`config.mk`:
```
export PLATFORM = sky130hd
export DESIGN_NAME = pmt_section_parser
export DESIGN_NICKNAME = d
export VERILOG_FILES = /design/src/rtl/pmts_pkg.sv /design/src/rtl/pmts_parser.sv /design/src/rtl/pmts_out_skid.sv /design/src/rtl/pmt_section_parser.sv
export SDC_FILE = /design/constraint.sdc
export NUM_CORES = 1
export LEC_CHECK = 0
export BUFFER_PORTS_ARGS = -buffer_cell sky130_fd_sc_hd__buf_2
export CAP_MARGIN = 0
export CORE_MARGIN = 2
export CORE_UTILIZATION = 50
export CTS_CLUSTER_SIZE = 25
export DETAILED_ROUTE_END_ITERATION = 8
export GPL_ROUTABILITY_DRIVEN = 1
export GPL_TIMING_DRIVEN = 0
export MAX_ROUTING_LAYER = met4
export PLACE_DENSITY_LB_ADDON = 0.2
export SYNTH_ARGS = -nofsm -noshare
export SYNTH_HDL_FRONTEND = slang
export SYNTH_SLANG_ARGS = --single-unit
```
`constraint.sdc`:
```
create_clock -name i_clk -period 13.32 [get_ports i_clk]
set_clock_uncertainty 0.05 [all_clocks]
set_input_delay 0.666 -clock i_clk [delete_from_list [all_inputs] [get_ports i_clk]]
set_output_delay 0.666 -clock i_clk [all_outputs]
set_load 0.005 [all_outputs]
```
`src/rtl/pmts_pkg.sv`:
```
// Shared types and constants of the program map section parser.
package pmts_pkg;

    // Record kinds carried on the output tuser.
    localparam logic [2:0] KIND_HDR_OK   = 3'd0;
    localparam logic [2:0] KIND_LEN_ERR  = 3'd1;
    localparam logic [2:0] KIND_INFO_ERR = 3'd2;
    localparam logic [2:0] KIND_ENTRY    = 3'd3;
    localparam logic [2:0] KIND_END      = 3'd4;

    // Section arithmetic.
    localparam logic [11:0] SEC_LEN_LIMIT = 12'h3FD; // first illegal section length
    localparam logic [11:0] HDR_TAIL_LEN  = 12'd9;   // header bytes after section_length
    localparam logic [12:0] ENTRY_LEN     = 13'd5;   // fixed bytes of one stream entry
    localparam logic [11:0] ENTRY_MIN     = 12'd4;   // budget must exceed this for an entry
    localparam logic [3:0]  CRC_LAST      = 4'd3;    // counter value at the last CRC byte

    // One output record.
    typedef struct packed {
        logic [2:0]  kind;
        logic [7:0]  table_id;
        logic [11:0] section_length;
        logic [15:0] program_number;
        logic [4:0]  version_number;
        logic        current_next;
        logic [7:0]  section_number;
        logic [7:0]  last_section_number;
        logic [12:0] pcr_pid;
        logic [11:0] info_length;
        logic [7:0]  stream_type;
        logic [12:0] elementary_pid;
    } t_record;

    // Record handed from the parser to the output stage.
    typedef struct packed {
        logic    valid;
        t_record rec;
    } t_push;

endpackage

```
`src/rtl/pmts_parser.sv`:
```
// Byte-wise section decoder: header, descriptor skipping, stream entries, CRC.
module pmts_parser (
    input  logic           i_clk,
    input  logic           i_rst_n,
    input  logic           i_beat,      // byte accepted this cycle
    input  logic [7:0]     i_byte,
    input  logic           i_start,
    output pmts_pkg::t_push o_push
);
    import pmts_pkg::*;

    typedef enum logic [2:0] {
        PH_IDLE, PH_HEADER, PH_PROG_DESC, PH_ENTRY, PH_ES_DESC, PH_CRC
    } t_phase;

    typedef enum logic [1:0] {
        SUB_TAG, SUB_LEN, SUB_PAYLOAD
    } t_sub;

    t_phase      r_phase, n_phase;
    t_sub        r_sub, n_sub;
    logic [3:0]  r_cnt, n_cnt;

    logic [7:0]  r_table_id, n_table_id;
    logic [11:0] r_sec_len, n_sec_len;
    logic [15:0] r_prog_num, n_prog_num;
    logic [4:0]  r_version, n_version;
    logic        r_cur_next, n_cur_next;
    logic [7:0]  r_sec_num, n_sec_num;
    logic [7:0]  r_last_sec, n_last_sec;
    logic [12:0] r_pcr, n_pcr;
    logic [3:0]  r_pil_hi, n_pil_hi;
    logic [7:0]  r_st, n_st;
    logic [12:0] r_pid, n_pid;
    logic [3:0]  r_esil_hi, n_esil_hi;
    logic [11:0] r_sec_budget, n_sec_budget;
    logic [11:0] r_desc_budget, n_desc_budget;
    logic [7:0]  r_desc_left, n_desc_left;

    logic [11:0] pil, rest, esil, desc_dec;
    logic [12:0] cost;
    logic [7:0]  left_dec;
    logic        desc_done;

    function automatic t_phase next_entry_phase(input logic [11:0] budget);
        return (budget > ENTRY_MIN) ? PH_ENTRY : PH_CRC;
    endfunction

    assign pil      = {r_pil_hi, i_byte};
    assign rest     = r_sec_len - pil;
    assign esil     = {r_esil_hi, i_byte};
    assign cost     = {1'b0, esil} + ENTRY_LEN;
    assign desc_dec = (r_desc_budget != 12'd0) ? r_desc_budget - 12'd1 : 12'd0;
    assign left_dec = (r_desc_left != 8'd0) ? r_desc_left - 8'd1 : 8'd0;

    always_comb begin
        n_phase       = r_phase;
        n_sub         = r_sub;
        n_cnt         = r_cnt;
        n_table_id    = r_table_id;
        n_sec_len     = r_sec_len;
        n_prog_num    = r_prog_num;
        n_version     = r_version;
        n_cur_next    = r_cur_next;
        n_sec_num     = r_sec_num;
        n_last_sec    = r_last_sec;
        n_pcr         = r_pcr;
        n_pil_hi      = r_pil_hi;
        n_st          = r_st;
        n_pid         = r_pid;
        n_esil_hi     = r_esil_hi;
        n_sec_budget  = r_sec_budget;
        n_desc_budget = r_desc_budget;
        n_desc_left   = r_desc_left;
        desc_done     = 1'b0;

        o_push.valid                   = 1'b0;
        o_push.rec.kind                = KIND_END;
        o_push.rec.table_id            = r_table_id;
        o_push.rec.section_length      = r_sec_len;
        o_push.rec.program_number      = r_prog_num;
        o_push.rec.version_number      = r_version;
        o_push.rec.current_next        = r_cur_next;
        o_push.rec.section_number      = r_sec_num;
        o_push.rec.last_section_number = r_last_sec;
        o_push.rec.pcr_pid             = r_pcr;
        o_push.rec.info_length         = 12'd0;
        o_push.rec.stream_type         = 8'd0;
        o_push.rec.elementary_pid      = 13'd0;

        if (i_beat) begin
            if (i_start) begin
                // A start flag always restarts, whatever was in progress.
                n_table_id = i_byte;
                n_cnt      = 4'd1;
                n_phase    = PH_HEADER;
            end else begin
                case (r_phase)
                    PH_HEADER: begin
                        n_cnt = r_cnt + 4'd1;
                        case (r_cnt)
                            4'd1:  n_sec_len[11:8] = i_byte[3:0];
                            4'd2:  n_sec_len[7:0]  = i_byte;
                            4'd3:  n_prog_num[15:8] = i_byte;
                            4'd4:  n_prog_num[7:0]  = i_byte;
                            4'd5: begin
                                n_version  = i_byte[5:1];
                                n_cur_next = i_byte[0];
                            end
                            4'd6:  n_sec_num  = i_byte;
                            4'd7:  n_last_sec = i_byte;
                            4'd8:  n_pcr[12:8] = i_byte[4:0];
                            4'd9:  n_pcr[7:0]  = i_byte;
                            4'd10: n_pil_hi   = i_byte[3:0];
                            default: begin
                                // Last header byte: check lengths and emit.
                                n_cnt                  = r_cnt;
                                o_push.valid           = 1'b1;
                                o_push.rec.info_length = pil;
                                if (r_sec_len >= SEC_LEN_LIMIT) begin
                                    o_push.rec.kind = KIND_LEN_ERR;
                                    n_phase         = PH_IDLE;
                                end else if (r_sec_len <= pil) begin
                                    o_push.rec.kind = KIND_INFO_ERR;
                                    n_phase         = PH_IDLE;
                                end else begin
                                    o_push.rec.kind = KIND_HDR_OK;
                                    n_sec_budget = (rest > HDR_TAIL_LEN) ?
                                                   rest - HDR_TAIL_LEN : 12'd0;
                                    if (pil != 12'd0) begin
                                        n_desc_budget = pil;
                                        n_sub         = SUB_TAG;
                                        n_desc_left   = 8'd0;
                                        n_phase       = PH_PROG_DESC;
                                    end else begin
                                        n_cnt   = 4'd0;
                                        n_phase = next_entry_phase(n_sec_budget);
                                    end
                                end
                            end
                        endcase
                    end
                    PH_PROG_DESC, PH_ES_DESC: begin
                        n_desc_budget = desc_dec;
                        case (r_sub)
                            SUB_TAG: n_sub = SUB_LEN;
                            SUB_LEN: begin
                                n_desc_left = i_byte;
                                if (i_byte == 8'd0) begin
                                    n_sub     = SUB_TAG;
                                    desc_done = (desc_dec == 12'd0);
                                end else begin
                                    n_sub = SUB_PAYLOAD;
                                end
                            end
                            default: begin
                                n_desc_left = left_dec;
                                if (left_dec == 8'd0) begin
                                    n_sub     = SUB_TAG;
                                    desc_done = (desc_dec == 12'd0);
                                end
                            end
                        endcase
                        if (desc_done) begin
                            n_cnt   = 4'd0;
                            n_phase = next_entry_phase(r_sec_budget);
                        end
                    end
                    PH_ENTRY: begin
                        n_cnt = r_cnt + 4'd1;
                        case (r_cnt)
                            4'd0: n_st        = i_byte;
                            4'd1: n_pid[12:8] = i_byte[4:0];
                            4'd2: n_pid[7:0]  = i_byte;
                            4'd3: n_esil_hi   = i_byte[3:0];
                            default: begin
                                n_cnt                     = r_cnt;
                                o_push.valid              = 1'b1;
                                o_push.rec.kind           = KIND_ENTRY;
                                o_push.rec.info_length    = esil;
                                o_push.rec.stream_type    = r_st;
                                o_push.rec.elementary_pid = r_pid;
                                n_sec_budget = ({1'b0, r_sec_budget} > cost) ?
                                               12'({1'b0, r_sec_budget} - cost) : 12'd0;
                                if (esil != 12'd0) begin
                                    n_desc_budget = esil;
                                    n_sub         = SUB_TAG;
                                    n_desc_left   = 8'd0;
                                    n_phase       = PH_ES_DESC;
                                end else begin
                                    n_cnt   = 4'd0;
                                    n_phase = next_entry_phase(n_sec_budget);
                                end
                            end
                        endcase
                    end
                    PH_CRC: begin
                        if (r_cnt >= CRC_LAST) begin
                            o_push.valid    = 1'b1;
                            o_push.rec.kind = KIND_END;
                            n_phase         = PH_IDLE;
                            n_cnt           = 4'd0;
                        end else begin
                            n_cnt = r_cnt + 4'd1;
                        end
                    end
                    default: ; // idle: stray bytes are dropped
                endcase
            end
        end
    end

    always_ff @(posedge i_clk) begin
        if (!i_rst_n) begin
            r_phase <= PH_IDLE;
            r_sub   <= SUB_TAG;
            r_cnt   <= 4'd0;
        end else begin
            r_phase <= n_phase;
            r_sub   <= n_sub;
            r_cnt   <= n_cnt;
        end
        r_table_id    <= n_table_id;
        r_sec_len     <= n_sec_len;
        r_prog_num    <= n_prog_num;
        r_version     <= n_version;
        r_cur_next    <= n_cur_next;
        r_sec_num     <= n_sec_num;
        r_last_sec    <= n_last_sec;
        r_pcr         <= n_pcr;
        r_pil_hi      <= n_pil_hi;
        r_st          <= n_st;
        r_pid         <= n_pid;
        r_esil_hi     <= n_esil_hi;
        r_sec_budget  <= n_sec_budget;
        r_desc_budget <= n_desc_budget;
        r_desc_left   <= n_desc_left;
    end

endmodule

```
`src/rtl/pmts_out_skid.sv`:
```
// Output record register with one skid entry.
module pmts_out_skid (
    input  logic              i_clk,
    input  logic              i_rst_n,
    input  pmts_pkg::t_push   i_push,
    output logic              o_ready,   // room for a new byte's record
    output logic              o_valid,
    input  logic              i_ready,
    output pmts_pkg::t_record o_rec
);
    import pmts_pkg::*;

    logic    r_out_v, r_skid_v;
    t_record r_out, r_skid;

    assign o_ready = !r_skid_v;
    assign o_valid = r_out_v;
    assign o_rec   = r_out;

    always_ff @(posedge i_clk) begin
        if (!i_rst_n) begin
            r_out_v  <= 1'b0;
            r_skid_v <= 1'b0;
        end else if (!r_out_v || i_ready) begin
            r_out_v  <= r_skid_v | i_push.valid;
            r_skid_v <= 1'b0;
        end else if (i_push.valid) begin
            r_skid_v <= 1'b1;
        end
        if (!r_out_v || i_ready) begin
            r_out <= r_skid_v ? r_skid : i_push.rec;
        end else if (i_push.valid) begin
            r_skid <= i_push.rec;
        end
    end

endmodule

```
`src/rtl/pmt_section_parser.sv`:
```
// Top level of the MPEG-2 program map section parser.
//
//  channel  | dir | tdata                          | tuser          | tlast
//  ---------+-----+--------------------------------+----------------+------
//  s_axis   | in  | section byte                   | section_start  | -
//  m_axis   | out | decoded record fields (104 b)  | record_kind    | -
//
// One byte beat is taken every cycle while s_axis_tready is high. A record
// is registered in the output register, or in the skid entry while m_axis
// stalls; the parser state lives in pmts_parser, the result register and
// one skid entry in pmts_out_skid. s_axis_tready falls only while both
// the output register and the skid entry hold records, i.e. after a record
// is stalled on m_axis and another arrives behind it. Reset is synchronous,
// active low, and leaves the parser idle with both output entries empty.
module pmt_section_parser (
    input  logic          i_clk,
    input  logic          i_rst_n,
    input  logic          s_axis_tvalid,
    output logic          s_axis_tready,
    input  logic [7:0]    s_axis_tdata,   // [7:0] data_byte
    input  logic [0:0]    s_axis_tuser,   // [0] section_start
    output logic          m_axis_tvalid,
    input  logic          m_axis_tready,
    // [7:0] table_id, [19:8] section_length, [35:20] program_number,
    // [40:36] version_number, [41] current_next, [49:42] section_number,
    // [57:50] last_section_number, [70:58] pcr_pid, [82:71] info_length,
    // [90:83] stream_type, [103:91] elementary_pid
    output logic [103:0]  m_axis_tdata,
    output logic [2:0]    m_axis_tuser    // [2:0] record_kind
);
    import pmts_pkg::*;

    logic    beat;
    t_push   push;
    t_record rec;

    // A byte beat completes only when the skid entry is free.
    assign beat = s_axis_tvalid && s_axis_tready;

    pmts_parser u_parser (
        .i_clk   (i_clk),
        .i_rst_n (i_rst_n),
        .i_beat  (beat),
        .i_byte  (s_axis_tdata),
        .i_start (s_axis_tuser[0]),
        .o_push  (push)
    );

    pmts_out_skid u_out (
        .i_clk   (i_clk),
        .i_rst_n (i_rst_n),
        .i_push  (push),
        .o_ready (s_axis_tready),
        .o_valid (m_axis_tvalid),
        .i_ready (m_axis_tready),
        .o_rec   (rec)
    );

    // Pack record fields, first field in the lowest bits.
    assign m_axis_tuser = rec.kind;
    assign m_axis_tdata = {rec.elementary_pid, rec.stream_type, rec.info_length,
                           rec.pcr_pid, rec.last_section_number, rec.section_number,
                           rec.current_next, rec.version_number, rec.program_number,
                           rec.section_length, rec.table_id};

endmodule

```
**Word level (Yosys, flattened, before mapping)**

Index checks and enable logic that the tools add are counted.
Widths: inputs -> output; s select.

- Flip-flop bits (word level): 357
- Memory bits (writable): 0
- Word-level logic and storage cells: 219
- Memories: 0
- Input port bits: 13
- Output and inout bits: 109
- Bits in latches: 0
- Bits in read-only memories: 0

- $lt $le $gt $ge: 8
- $add $sub $neg: 7
- Muxes and demuxes: 78
- Bitwise logic cells: 4
- Multipliers: 0
- Div/mod/pow operators: 0
- Equality and inequality tests: 32
- Reduce and logical (&&, ||, !) cells: 42
- Shift operators: 0

Operators with widths:

| cell | number |
|---|---|
| $mux 12 | 14 |
| $mux 107 | 1 |
| $mux 33 | 3 |
| $mux 4 | 14 |
| $mux 8 | 7 |
| $reduce_and 4->1 | 14 |
| $pmux 12 s2 | 2 |
| $mux 3 | 13 |
| $gt 12x3->1 const B | 3 |
| $pmux 12 s3 | 1 |
| $reduce_bool 12->1 | 3 |
| $pmux 8 s3 | 1 |
| $sub 12x12->12 | 2 |
| $mux 21 | 1 |
| $reduce_and 10->1 | 2 |
| $mux 2 | 9 |
| $eq 4x3->1 const B | 4 |
| $logic_not 8->1 | 2 |
| $ne 4x4->1 const B | 4 |
| $pmux 4 s4 | 1 |
| $pmux 8 s2 | 1 |
| $reduce_and 7->1 | 2 |
| $add 12x3->13 const B | 1 |
| $gt 12x13->1 | 1 |
| 44 further kinds | 65 |

**Logic depth before layout (Yosys ltp)**

Gate-level depths: netlist of run 1.

- Depth in word-level cells: 11
- Depth in mapped cells: 16
- Gate-level depth less buffers: 15

**Hierarchy**

A second synthesis of run 1 with hierarchy kept.

- Cells, all modules: 1,104
- Area total of the unflattened synthesis: 15,969.1 µm²

Modules (own cells, without submodules):

| module | times used | seq. area each (µm²) | area each (µm²) | cells an instance |
|---|---|---|---|---|
| pmts_parser | 1 | 4,144.0 | 8,135.3 | 761 |
| pmts_out_skid | 1 | 6,466.2 | 7,827.5 | 342 |
| pmt_section_parser | 1 | 0.0 | 6.3 | 1 |

**Worst setup path before layout of run 1**

Ideal clock, no wire load.

- Path type: input to register
- From: in m_axis_tready
- To: reg u_out.r_skid[0] (netlist name), enable pin
- Cell stages on the path: 2
- Path buffers: 0
- Setup time: 585 ps
- Data required time: 12,685 ps
- Setup slack: 4,412 ps
- Data arrival time: 8,274 ps
- Cells stage by stage: nand2b_1 > nor2b_1

- Cells in the longest elaborated chain, start to end: 3

RTL lines:

| element | RTL line | text |
|---|---|---|
| from (decl) | pmt_section_parser.sv:23 | `input logic m_axis_tready,` |
| $logic_or 1x1->1 | pmts_out_skid.sv:30 | `if (!r_out_v \|\| i_ready) begin` |
| $not 1->1 (no source line) | - |  |
| $reduce_and 2->1 (no source line) | - |  |
| to (signal assigned) | pmts_out_skid.sv:33 | `r_skid <= i_push.rec;` |
| to (decl) | pmts_out_skid.sv:14 | `t_record r_out, r_skid;` |

No other way between the ends.
A chain may end at the register's enable or synchronous reset.

**Worst setup path in the final report of run 1**

- From: in s_axis_tdata[0]
- To: reg u_parser.r_sec_budget[4], data pin

- Cells in the longest elaborated chain, start to end: 7
- Elaborated cells between the ends (all ways): 13
- Those cells by class: 4 x add/sub; 2 x order compare; 7 x mux

RTL lines:

| element | RTL line | text |
|---|---|---|
| from (decl) | pmt_section_parser.sv:20 | `input logic [7:0] s_axis_tdata,` |
| $sub 12x12->12 | pmts_parser.sv:50 | `assign rest = r_sec_len - pil;` |
| $sub 12x4->12 or $gt 12x4->1 (tied branches) | pmts_parser.sv:129, pmts_parser.sv:128 |  |
| $mux 12 | pmts_parser.sv:128 | `n_sec_budget = (rest > HDR_TAIL_LEN) ?` |
| $mux 12 | pmts_parser.sv:123 | `end else if (r_sec_len <= pil) begin` |
| $mux 12 | pmts_parser.sv:120 | `if (r_sec_len >= SEC_LEN_LIMIT) begin` |
| $mux 12 | pmts_parser.sv:101 | `case (r_cnt)` |
| $pmux 12 s2 * | pmts_parser.sv:98 | `case (r_phase)` |
| to (signal assigned) | pmts_parser.sv:235 | `r_sec_budget <= n_sec_budget;` |
| to (decl) | pmts_parser.sv:36 | `logic [11:0] r_sec_budget, n_sec_budget;` |

Every way passes the cells marked *; elsewhere a longest branch is shown, timed or not. The select of a mux whose other input is x is not followed.

==> impl_metrics.json, run 1 <==
{
  "ys_types": 84,
  "tightest_slew_ps": 1210,
  "synth_compound_area_frac": 0.0915,
  "grt_pass1_vias": 9366,
  "vias": 9565,
  "synth_mux_area_frac": 0.0522,
  "synth_simple_gate_area_frac": 0.104,
  "drc": 0,
  "ant_nets": 0,
  "rows": 64,
  "routabilityCongestion": 0.919,
  "synth_xor_area_frac": 0.0268,
  "slowest_delay_ps": 590,
  "regToRegSetupSlack_ps": 9600,
  "power.total_uw": 2280,
  "synth-main-ff-cell": "edfxtp_1",
  "final_cell_mix": "edfxtp_1, buf_2, mux2_2",
  "die_height_um": 181,
  "nFillCells": 2461,
  "dpl_cell_area_um2": 16900,
  "finalCritPeriodShare": 0.330,
  "netlist_instances": 1101,
  "stdcell_count": 1686,
  "synth_top_family_by_area": "simple AND/OR/NAND/NOR gates",
  "crit_chain": "buf_2, ha_1, nor2_1, nor4_1, nand4_1, xor2_1, ha_1, clkbuf_1, nand4_1, nor4_1, a21oi_1, nand2_1, a21o_1, clkbuf_1, o22ai_1",
  "drt-wirelength-per-cell_um": 20.4,
  "antenna_found_initial": 0,
  "viasPerCell": 5.67,
  "hold_class": "reg -> reg",
  "grt_overflow": 0,
  "final-hold-violation-count": 0,
  "r2r_start": "u_parser.r_phase[0]$_SDFFE_PN0P_",
  "drv_cap": 0,
  "synth_nets": 1151,
  "whs_endpoint": "u_out.r_skid[38]$_DFFE_PP_",
  "ctsHoldBuffers": 0,
  "max_slew_margin": 0.183,
  "critPathCaptureType": "register",
  "worstSetupPathType": "in -> reg",
  "io_buffer_count": 120,
  "fin_area_um2": 18000,
  "layout-drive-gt1-share": 0.209,
  "die_x_um": 181,
  "insertion_delay_ps": 520,
  "drv_slew": 0,
  "hpwl_um": 23400,
  "min_path_cells": 0,
  "vdd_ir_drop_max_uv": 80.9,
  "design.die.area_um2": 32800,
  "r2r_end": "u_out.r_skid[80]$_DFFE_PP_",
  "crit_slowest_cell": "nor4_1",
  "postCtsSetupBuffers": 0,
  "routed_wl_um": 34400,
  "numCtsBuffers": 36,
  "cts-root-buf": "clkbuf_16",
  "rsz0062_at_grt": "false",
  "diodes": 0,
  "fin_nets": 1314,
  "ys_ff_latch": 357,
  "critPathArrivalTime_ps": 4580,
  "synth_edf_count": 346,
  "pin_count": 122,
  "cts_tree": "done",
  "grt_util_all_layers": 0.217,
  "leakage_uw": 0.00680,
  "fin_util": 0.586,
  "grt_start_max_net_pins": 61,
  "yosysWarnings": 0,
  "crit_fanout": 20,
  "avgSynthCellArea_um2": 14.3,
  "dp.cells": 1622,
  "outcome": "complete, no violations",
  "crit_required_ps": 13510,
  "clock-sinks": 357,
  "timing.fmax_ghz": 0.228,
  "setup_viol": 0,
  "post-route-min-period_ps": 4390,
  "start_util": 0.511,
  "syn_to_final_growth_pct": 14.7,
  "synth-async-reset-ratio": 0,
  "synth_area_um2": 15700,
  "clkTransAtPathRegs_ps": 60,
  "hp-start": "u_parser.r_pcr[5]$_DFFE_PP_",
  "drt_iter0_markers": 856,
  "final_common_cell": "edfxtp_1",
  "core_um2": 30700,
  "grt_pass1_wl_um": 53900,
  "reg2reg_depth": 10,
  "clockBufferDepth": 3,
  "dr.pass1.iters": 5,
  "h-tree-depth": 2,
  "postCtsResizedCells": 0,
  "power_density_nw_per_um2": 127,
  "final.setup.tns_ps": 0,
  "synthAdderAreaFrac": 0.0304,
  "startpoint_type": "input pin",
  "ys_seq_area_frac": 0.676
}
power breakdown:
part           internal (uW)  switching (uW)  leakage [uW]
clock                    540             409      0.000527
sequential              1230            2.86       0.00346
combinational           35.2            66.6       0.00281
total                   1800             478       0.00680
cells in the mapped netlist (19+ instances only):
| cell | instances | area share |
|---|---|---|
| nand3_1 | 19 | 0.0061 |
| nor2_1 | 70 | 0.017 |
| a21o_1 | 42 | 0.020 |
| xnor2_1 | 26 | 0.015 |
| xor2_1 | 22 | 0.012 |
| o21ai_0 | 29 | 0.0092 |
| nand2_1 | 54 | 0.013 |
| clkbuf_1 | 28 | 0.0067 |
| mux2_2 | 71 | 0.051 |
| nor3_1 | 24 | 0.0076 |
| ha_1 | 35 | 0.028 |
| a21oi_1 | 34 | 0.011 |
| inv_1 | 40 | 0.0096 |
| edfxtp_1 | 346 | 0.66 |
| and2_1 | 34 | 0.014 |
state kept, by name, indices dropped and copies added, names as in the netlist, 5 cells and up:
name and flops:
u_out.r_skid 107, u_parser.r_pcr 13, u_out.o_rec 107, u_parser.r_sec_budget 12, u_parser.r_pid 13, u_parser.r_desc_budget 12, u_parser.r_prog_num 16, u_parser.r_st 8
u_parser.r_version 5, u_parser.r_table_id 8, u_parser.r_desc_left 8, u_parser.r_sec_len 12, u_parser.r_last_sec 8, u_parser.r_sec_num 8
worst max-delay path, delay by kind of cell:
family                     cells  cell delay, ps
AOI/OAI and AO/OA              3             440
and+or+nand+nor                6            1540
xor gates and xnor gates       1             180
adders and majority gates      2             590
buffers and inverters          3            1160
layer usage:
metal / GRT usage / wire (um) / vias up
met5: - / 0 / -
met3: 0.0268 / 1620 / 49
met4: 0.0582 / 680 / 0
met2: 0.349 / 16500 / 262
li1: - / - / 4558
met1: 0.294 / 15600 / 4696
cell families after synthesis:
kind of cell,after synthesis
compound gates,207
simple gates,301
xor+xnor,48
buf+inv,78
mux,73
fa+ha+maj,37
flops,357
final cells by class:
class | count | area [um2] | share of cell area
sequential | 357 | 10600 | 0.589
multi-input combinational | 666 | 4800 | 0.267
clock buffer | 45 | 935 | 0.0519
timing repair buffer | 125 | 696 | 0.0386
tap | 396 | 495 | 0.0275
inverter | 44 | 165 | 0.00917
clock inverter | 19 | 158 | 0.00876
buffer | 34 | 146 | 0.00813
metrics by stage:
stage / setup WS, ps / hold WS, ps
final: 8930 / 393
after floorplan: 4410 / 372
after CTS: 8890 / 398
after global routing: 8540 / 403
after global placement: -1890 / 377
after detailed placement: 8390 / 384
worst max-delay path by stage:
stage / from / endpoint / slack, ps
2_1_floorplan: m_axis_tready / u_out.r_skid[0]$_DFFE_PP_ / 4410
3_3_place_gp: m_axis_tready / u_out.r_skid[57]$_DFFE_PP_ / -1890
3_5_place_dp: s_axis_tdata[0] / u_parser.r_phase[2]$_SDFFE_PN0P_ / 8390
4_1_cts: s_axis_tdata[0] / u_parser.r_sec_budget[4]$_DFFE_PP_ / 8890
5_1_grt: s_axis_tdata[0] / u_parser.r_sec_budget[4]$_DFFE_PP_ / 8540
6_report: s_axis_tdata[0] / u_parser.r_sec_budget[4]$_DFFE_PP_ / 8930
Note: power is estimated with default switching activity, not from simulation.
==> inputs of run 2 (changes only) <==
ABC_AREA = 1   (was default)
clock period = 4.3 ns   (was 13.32 ns; I/O delays follow)
==> run 2 against run 1 <==
First-iteration DRC count grew 0.35%; clock power rose to 3.6 times the previous value; flip-flop and latch count did not move; critical path depth grew 1; routed wire length rose by 9.1%; sequential power rose to 3.1 times the previous value; hold slack worse by 300 ps; register-to-register slack lost 9200 ps; sequential share of layout area decreased by 2.3 points; critical endpoint is now u_parser.r_desc_left[5]$_SDFFCE_PN0P_; largest power group unchanged.
==> impl_metrics.json, run 2 <==
{
  "worst_slack_ps": 390,
  "grt_pass1_vias": 10700,
  "finalCritPeriodShare": 0.909,
  "hold_ws_ps": 94.3,
  "numCtsBuffers": 38,
  "power_density_nw_per_um2": 408,
  "rsz0062_at_grt": "false",
  "final_cell_mix": "nand2_1, edfxtp_1, inv_1",
  "hold_class": "in -> reg",
  "yosysTopAreaCell": "edfxtp_1",
  "drc": 0,
  "synthAdderAreaFrac": 0.0296,
  "netlist_instances": 1542,
  "grt_overflow": 0,
  "yosysWarnings": 0,
  "postCtsSetupBuffers": 0,
  "drv_slew": 0,
  "worstSetupPathType": "reg -> reg",
  "startpoint": "u_parser.r_sec_len[0]$_DFFE_PP_",
  "ys_top_cells_by_count": "nand2_1, edfxtp_1, inv_1",
  "start_util": 0.510,
  "cts_tree": "done",
  "synth_nets": 1592,
  "dr.pass1.iters": 5,
  "insertion_delay_ps": 530,
  "drt-wirelength-per-cell_um": 17.5,
  "ys_types": 46,
  "fin_nets": 1759,
  "die_height_um": 184,
  "h-tree-depth": 2,
  "leakage_uw": 0.00802,
  "synth_edf_count": 346,
  "routed_wl_um": 37600,
  "r2r_end": "u_parser.r_desc_left[5]$_SDFFCE_PN0P_",
  "setup_viol": 0,
  "synth.most_common_cell": "nand2_1",
  "r2r_start": "u_parser.r_sec_len[0]$_DFFE_PP_",
  "whs_endpoint": "u_out.r_skid[105]$_DFFE_PP_",
  "post-route-min-period_ps": 3910,
  "timing.fmax_ghz": 0.256,
  "startpoint_type": "register",
  "final.setup.tns_ps": 0,
  "drt_iter0_markers": 859,
  "rows": 65,
  "ant_nets": 0,
  "antenna_found_initial": 1,
  "die_x_um": 184,
  "routabilityCongestion": 0.935,
  "regToRegSetupSlack_ps": 390,
  "final_common_cell": "nand2_1",
  "drv_cap": 0,
  "core_um2": 31700,
  "tightest_slew_ps": 992,
  "design.die.area_um2": 33800,
  "grt_util_all_layers": 0.232,
  "clockBufferDepth": 3,
  "clkTransAtPathRegs_ps": 60,
  "synth_compound_area_frac": 0.0463,
  "critPathCaptureType": "register",
  "critPathArrivalTime_ps": 4000,
  "reg2reg_depth": 16,
  "ys_ff_latch": 357,
  "synth_xor_area_frac": 0.0119,
  "crit_required_ps": 4390,
  "ys_seq_area_frac": 0.657,
  "min_path_cells": 2,
  "syn_to_final_growth_pct": 16.0,
  "synth_mux_area_frac": 0.00124,
  "synth_simple_gate_area_frac": 0.205,
  "vdd_ir_drop_max_uv": 261,
  "seq_area_um2": 10600,
  "vias": 11300,
  "multi_input_area_um2": 4760,
  "dp_slack_ps": -433,
  "pin_count": 122,
  "viasPerCell": 5.27,
  "clock-sinks": 357,
  "max_slew_margin": 0.336,
  "synth_top_family_by_area": "simple AND/OR/NAND/NOR gates",
  "synth_top_area_frac": 0.643,
  "final-hold-violation-count": 0,
  "hp-start": "s_axis_tuser",
  "grt_start_max_net_pins": 73,
  "synthTopCellsByArea": "edfxtp_1, nand2_1, inv_1",
  "synth-async-reset-ratio": 0,
  "grt_pass1_wl_um": 58200,
  "synth_area_um2": 16200,
  "layout-drive-gt1-share": 0.140,
  "synth-main-ff-cell": "edfxtp_1",
  "nFillCells": 2657,
  "io_buffer_count": 121,
  "cts-root-buf": "clkbuf_16",
  "crit_fanout": 14,
  "avgSynthCellArea_um2": 10.5,
  "outcome": "complete, no violations",
  "hpwl_um": 26200
}
## run 2: changes by cell type after synthesis, sizes merged, moves of 14 or more
cell / delta
nand2: +442
inv: +126
nand3: +81
mux2: -71
nor2: +67
a21o: -41
and2: -33
o21ai: +32
xnor2: -21
o22ai: -14
## run 2: per-layer routing
layer,share of wire,wire [um],vias to the layer above,track usage
met3,0.053,1980,67,0.0307
met2,0.49,18300,334,0.388
li1,-,-,5545,-
met4,0.026,981,0,0.0698
met5,0,0,-,-
met1,0.43,16300,5333,0.298
## run 2: final cells by class
| type | instances | share of cell area |
|---|---|---|
| Multi-Input combinational cell | 977 | 0.254 |
| Inverter | 171 | 0.0344 |
| Timing Repair Buffer | 127 | 0.0395 |
| Buffer | 37 | 0.00868 |
| Tap cell | 402 | 0.0268 |
| Sequential cell | 357 | 0.566 |
| Antenna cell | 1 | 0.000133 |
| Clock buffer | 44 | 0.0531 |
| Clock inverter | 24 | 0.0175 |
## run 2: per-stage QoR
stage,area [um2],instances,power [uW],utilization
floorplan,16200,1542,4170,-
global placement,17300,2065,4310,0.544
detailed placement,17400,2070,4310,0.549
CTS,18700,2139,7710,0.591
global route,18700,2140,7900,0.591
finish,18700,2140,7650,0.591
## run 2: cell families (layout without fill, tap and decap cells)
group	count (synthesis)	count (layout)
flops	357	357
simple gates	784	784
other cells	0	1
fa+ha+maj	37	37
buf+inv	208	403
xor+xnor	22	22
compound gates	132	132
mux	2	2
## run 2: worst max path at each step
stage / to / slack [ps] / depth (start not counted)
floorplan: u_out.r_skid[0]$_DFFE_PP_ / -3000 / 4
global placement: u_out.r_skid[71]$_DFFE_PP_ / -8100 / 4
detailed placement: u_parser.r_desc_left[2]$_SDFFCE_PN0P_ / -430 / 17
CTS: u_parser.r_desc_left[5]$_SDFFCE_PN0P_ / 50 / 16
global route: u_parser.r_phase[1]$_SDFFE_PN0P_ / 20 / 25
finish: u_parser.r_desc_left[5]$_SDFFCE_PN0P_ / 390 / 16
## run 2: what timing repair did
action	in CTS	in global routing
hold buffers	1	0
endpoints found under the setup margin	0	10
gates resized for setup	0	2
hold endpoints to repair	4	0
## run 2: worst max-delay path: stages (launching register included)
cell,delay [ps]
edfxtp_1,340
inv_1,110
ha_1,200
inv_1,140
fa_1,300
nand3_1,130
nand2_2,120
nand2_1,80
nand2_2,70
nand2_1,50
o211ai_1,80
nand2_1,150
nor2_2,200
nor2_1,140
nor3_4,620
inv_1,130
nor2_1,600
## run 2: where the power goes
part           switching, uW  total [uW]  internal, uW  leakage, uW
Combinational            286         405           120      0.00386
Sequential              14.8        3840          3820      0.00352
Clock                   1310        3410          2090     0.000645
Total                   1610        7650          6030      0.00802
==> inputs of run 3 (changes only) <==
ABC_AREA = default   (was 1)
CORE_UTILIZATION = 38   (was 50)
GPL_TIMING_DRIVEN = default   (was 0)
==> run 3 against run 2 <==
Die area is 27% higher; combinational power down 20%; flip-flop and latch count did not move; hold slack got worse by 43 ps; power fell by 5.1%; fmax up 11%; sequential share of layout area increased by 1.6 points; first-iteration DRC count down 19%; final cell count fell by 15%; global-route usage down 5.6 points; critical path type unchanged; critical endpoint is now u_parser.r_sec_budget[1]$_DFFE_PP_; largest power group unchanged.
==> impl_metrics.json, run 3 (synthesis results as in run 1) <==
{
  "drt_iter0_markers": 700,
  "drc": 0,
  "viasPerCell": 5.26,
  "cts_tree": "done",
  "leakage_uw": 0.00687,
  "grt_pass1_wl_um": 57200,
  "reg2reg_depth": 12,
  "hold_class": "in -> reg",
  "core_um2": 40800,
  "max_slew_margin": 0.415,
  "worstSetupPathType": "reg -> reg",
  "clkTransAtPathRegs_ps": 60,
  "startpoint": "u_parser.r_sec_len[0]$_DFFE_PP_",
  "nFillCells": 3680,
  "whs_endpoint": "u_parser.r_cnt[2]$_SDFFE_PN0P_",
  "grt_start_max_net_pins": 108,
  "grt_pass1_vias": 9396,
  "crit_slowest_cell": "or4_4",
  "power_density_nw_per_um2": 398,
  "final_common_cell": "edfxtp_1",
  "ant_nets": 0,
  "clockBufferDepth": 3,
  "startpoint_type": "register",
  "vdd_ir_drop_max_uv": 233,
  "postCtsSetupBuffers": 0,
  "final-hold-violation-count": 0,
  "ctsHoldBuffers": 1,
  "setup_viol": 0,
  "finalCritPeriodShare": 0.818,
  "final_cell_mix": "edfxtp_1, buf_2, mux2_2",
  "layout-drive-gt1-share": 0.230,
  "final.setup.tns_ps": 0,
  "die_x_um": 207,
  "postCtsResizedCells": 0,
  "hp-start": "s_axis_tuser",
  "antenna_found_initial": 1,
  "dpl_cell_area_um2": 17000,
  "fin_area_um2": 18200,
  "rows": 74,
  "routed_wl_um": 37000,
  "clock-sinks": 357,
  "r2r_start": "u_parser.r_sec_len[0]$_DFFE_PP_",
  "numCtsBuffers": 38,
  "die_height_um": 207,
  "r2r_end": "u_parser.r_sec_budget[1]$_DFFE_PP_",
  "worst_slack_ps": 783,
  "cts-root-buf": "clkbuf_16",
  "outcome": "complete, no violations",
  "drv_cap": 0,
  "hold_ws_ps": 51.0,
  "crit_path_frequent_cell": "inv_1",
  "slowest_delay_ps": 490,
  "h-tree-depth": 2,
  "grt_overflow": 0,
  "rsz0062_at_grt": "false",
  "hpwl_um": 25500,
  "grt_util_all_layers": 0.176,
  "routabilityCongestion": 0.912,
  "diodes": 0,
  "insertion_delay_ps": 530,
  "post-route-min-period_ps": 3520,
  "fin_nets": 1303,
  "min_path_cells": 4,
  "syn_to_final_growth_pct": 16.2,
  "tightest_slew_ps": 877,
  "dr.pass1.iters": 5,
  "crit_chain": "inv_1, ha_1, inv_1, fa_1, a211oi_2, o21ai_1, and2_4, or4_4, a32oi_4, nand3_1, nand2_1, o22ai_1",
  "regToRegSetupSlack_ps": 780,
  "io_buffer_count": 121,
  "drv_slew": 0,
  "vias": 9536,
  "timing.fmax_ghz": 0.284,
  "critPathArrivalTime_ps": 3730,
  "crit_required_ps": 4510,
  "drt-wirelength-per-cell_um": 20.4,
  "pin_count": 122,
  "design.die.area_um2": 43000,
  "start_util": 0.385,
  "dp_slack_ps": 547,
  "crit_fanout": 10,
  "critPathCaptureType": "register"
}
## run 3: cell types whose count changed in the layout (fill, tap and decap cells not counted), sizes merged, moves of 12 or more
cell,change
and2,+33
nor2,-67
nand2,-442
a21o,+41
inv,-124
a22oi,+12
mux2,+71
xnor2,+21
nand3,-81
o21ai,-32
clkbuf,-26
o22ai,+14
## run 3: layout make-up
cell class / count / area [um2] / area share
multi-input combinational: 666 / 4800 / 0.263
tap: 532 / 666 / 0.0365
inverter: 44 / 165 / 0.00905
sequential: 357 / 10600 / 0.582
timing repair buffer: 146 / 808 / 0.0443
clock buffer: 44 / 995 / 0.0545
clock inverter: 23 / 199 / 0.0109
## run 3: worst max-delay path: cells and delay by family, from the launching register on
| kind | cells | cell delay [ps] |
|---|---|---|
| AOI/OAI and AO/OA | 4 | 840 |
| DFF | 1 | 400 |
| and+or+nand+nor | 4 | 1150 |
| buffers and inverters | 2 | 200 |
| adders and majority gates | 2 | 600 |
## run 3: where the power goes
part	internal (uW)	switching (uW)
clock	1790	1340
combinational	116	206
sequential	3800	11.1
total	5710	1550
## run 3: how the worst max path moves through the flow
| stage | endpoint | depth (start not counted) | slack, ps |
|---|---|---|---|
| after global routing | u_parser.r_sec_budget[7]$_DFFE_PP_ | 12 | 480 |
| after CTS | u_parser.r_sec_budget[1]$_DFFE_PP_ | 12 | 810 |
| final | u_parser.r_sec_budget[1]$_DFFE_PP_ | 12 | 780 |
| after detailed placement | u_parser.r_phase[1]$_SDFFE_PN0P_ | 16 | 550 |
| after floorplan | u_out.r_skid[0]$_DFFE_PP_ | 10 | 510 |
| after global placement | u_parser.r_phase[2]$_SDFFE_PN0P_ | 15 | 610 |
## run 3: through the flow
step	power, uW	utilization	instances
after floorplan	4080	-	1101
after global placement	4210	0.417	1744
after detailed placement	4210	0.417	1744
after CTS	7340	0.447	1812
after global routing	7520	0.447	1812
final	7260	0.447	1812
## run 3: metal layers
layer  global-route usage  part of all wire  up-vias
met3               0.0250             0.043       75
li1                     -                 -     4535
met1                0.235              0.45     4677
met4               0.0631             0.031        0
met5                    -                 0        -
met2                0.276              0.48      249
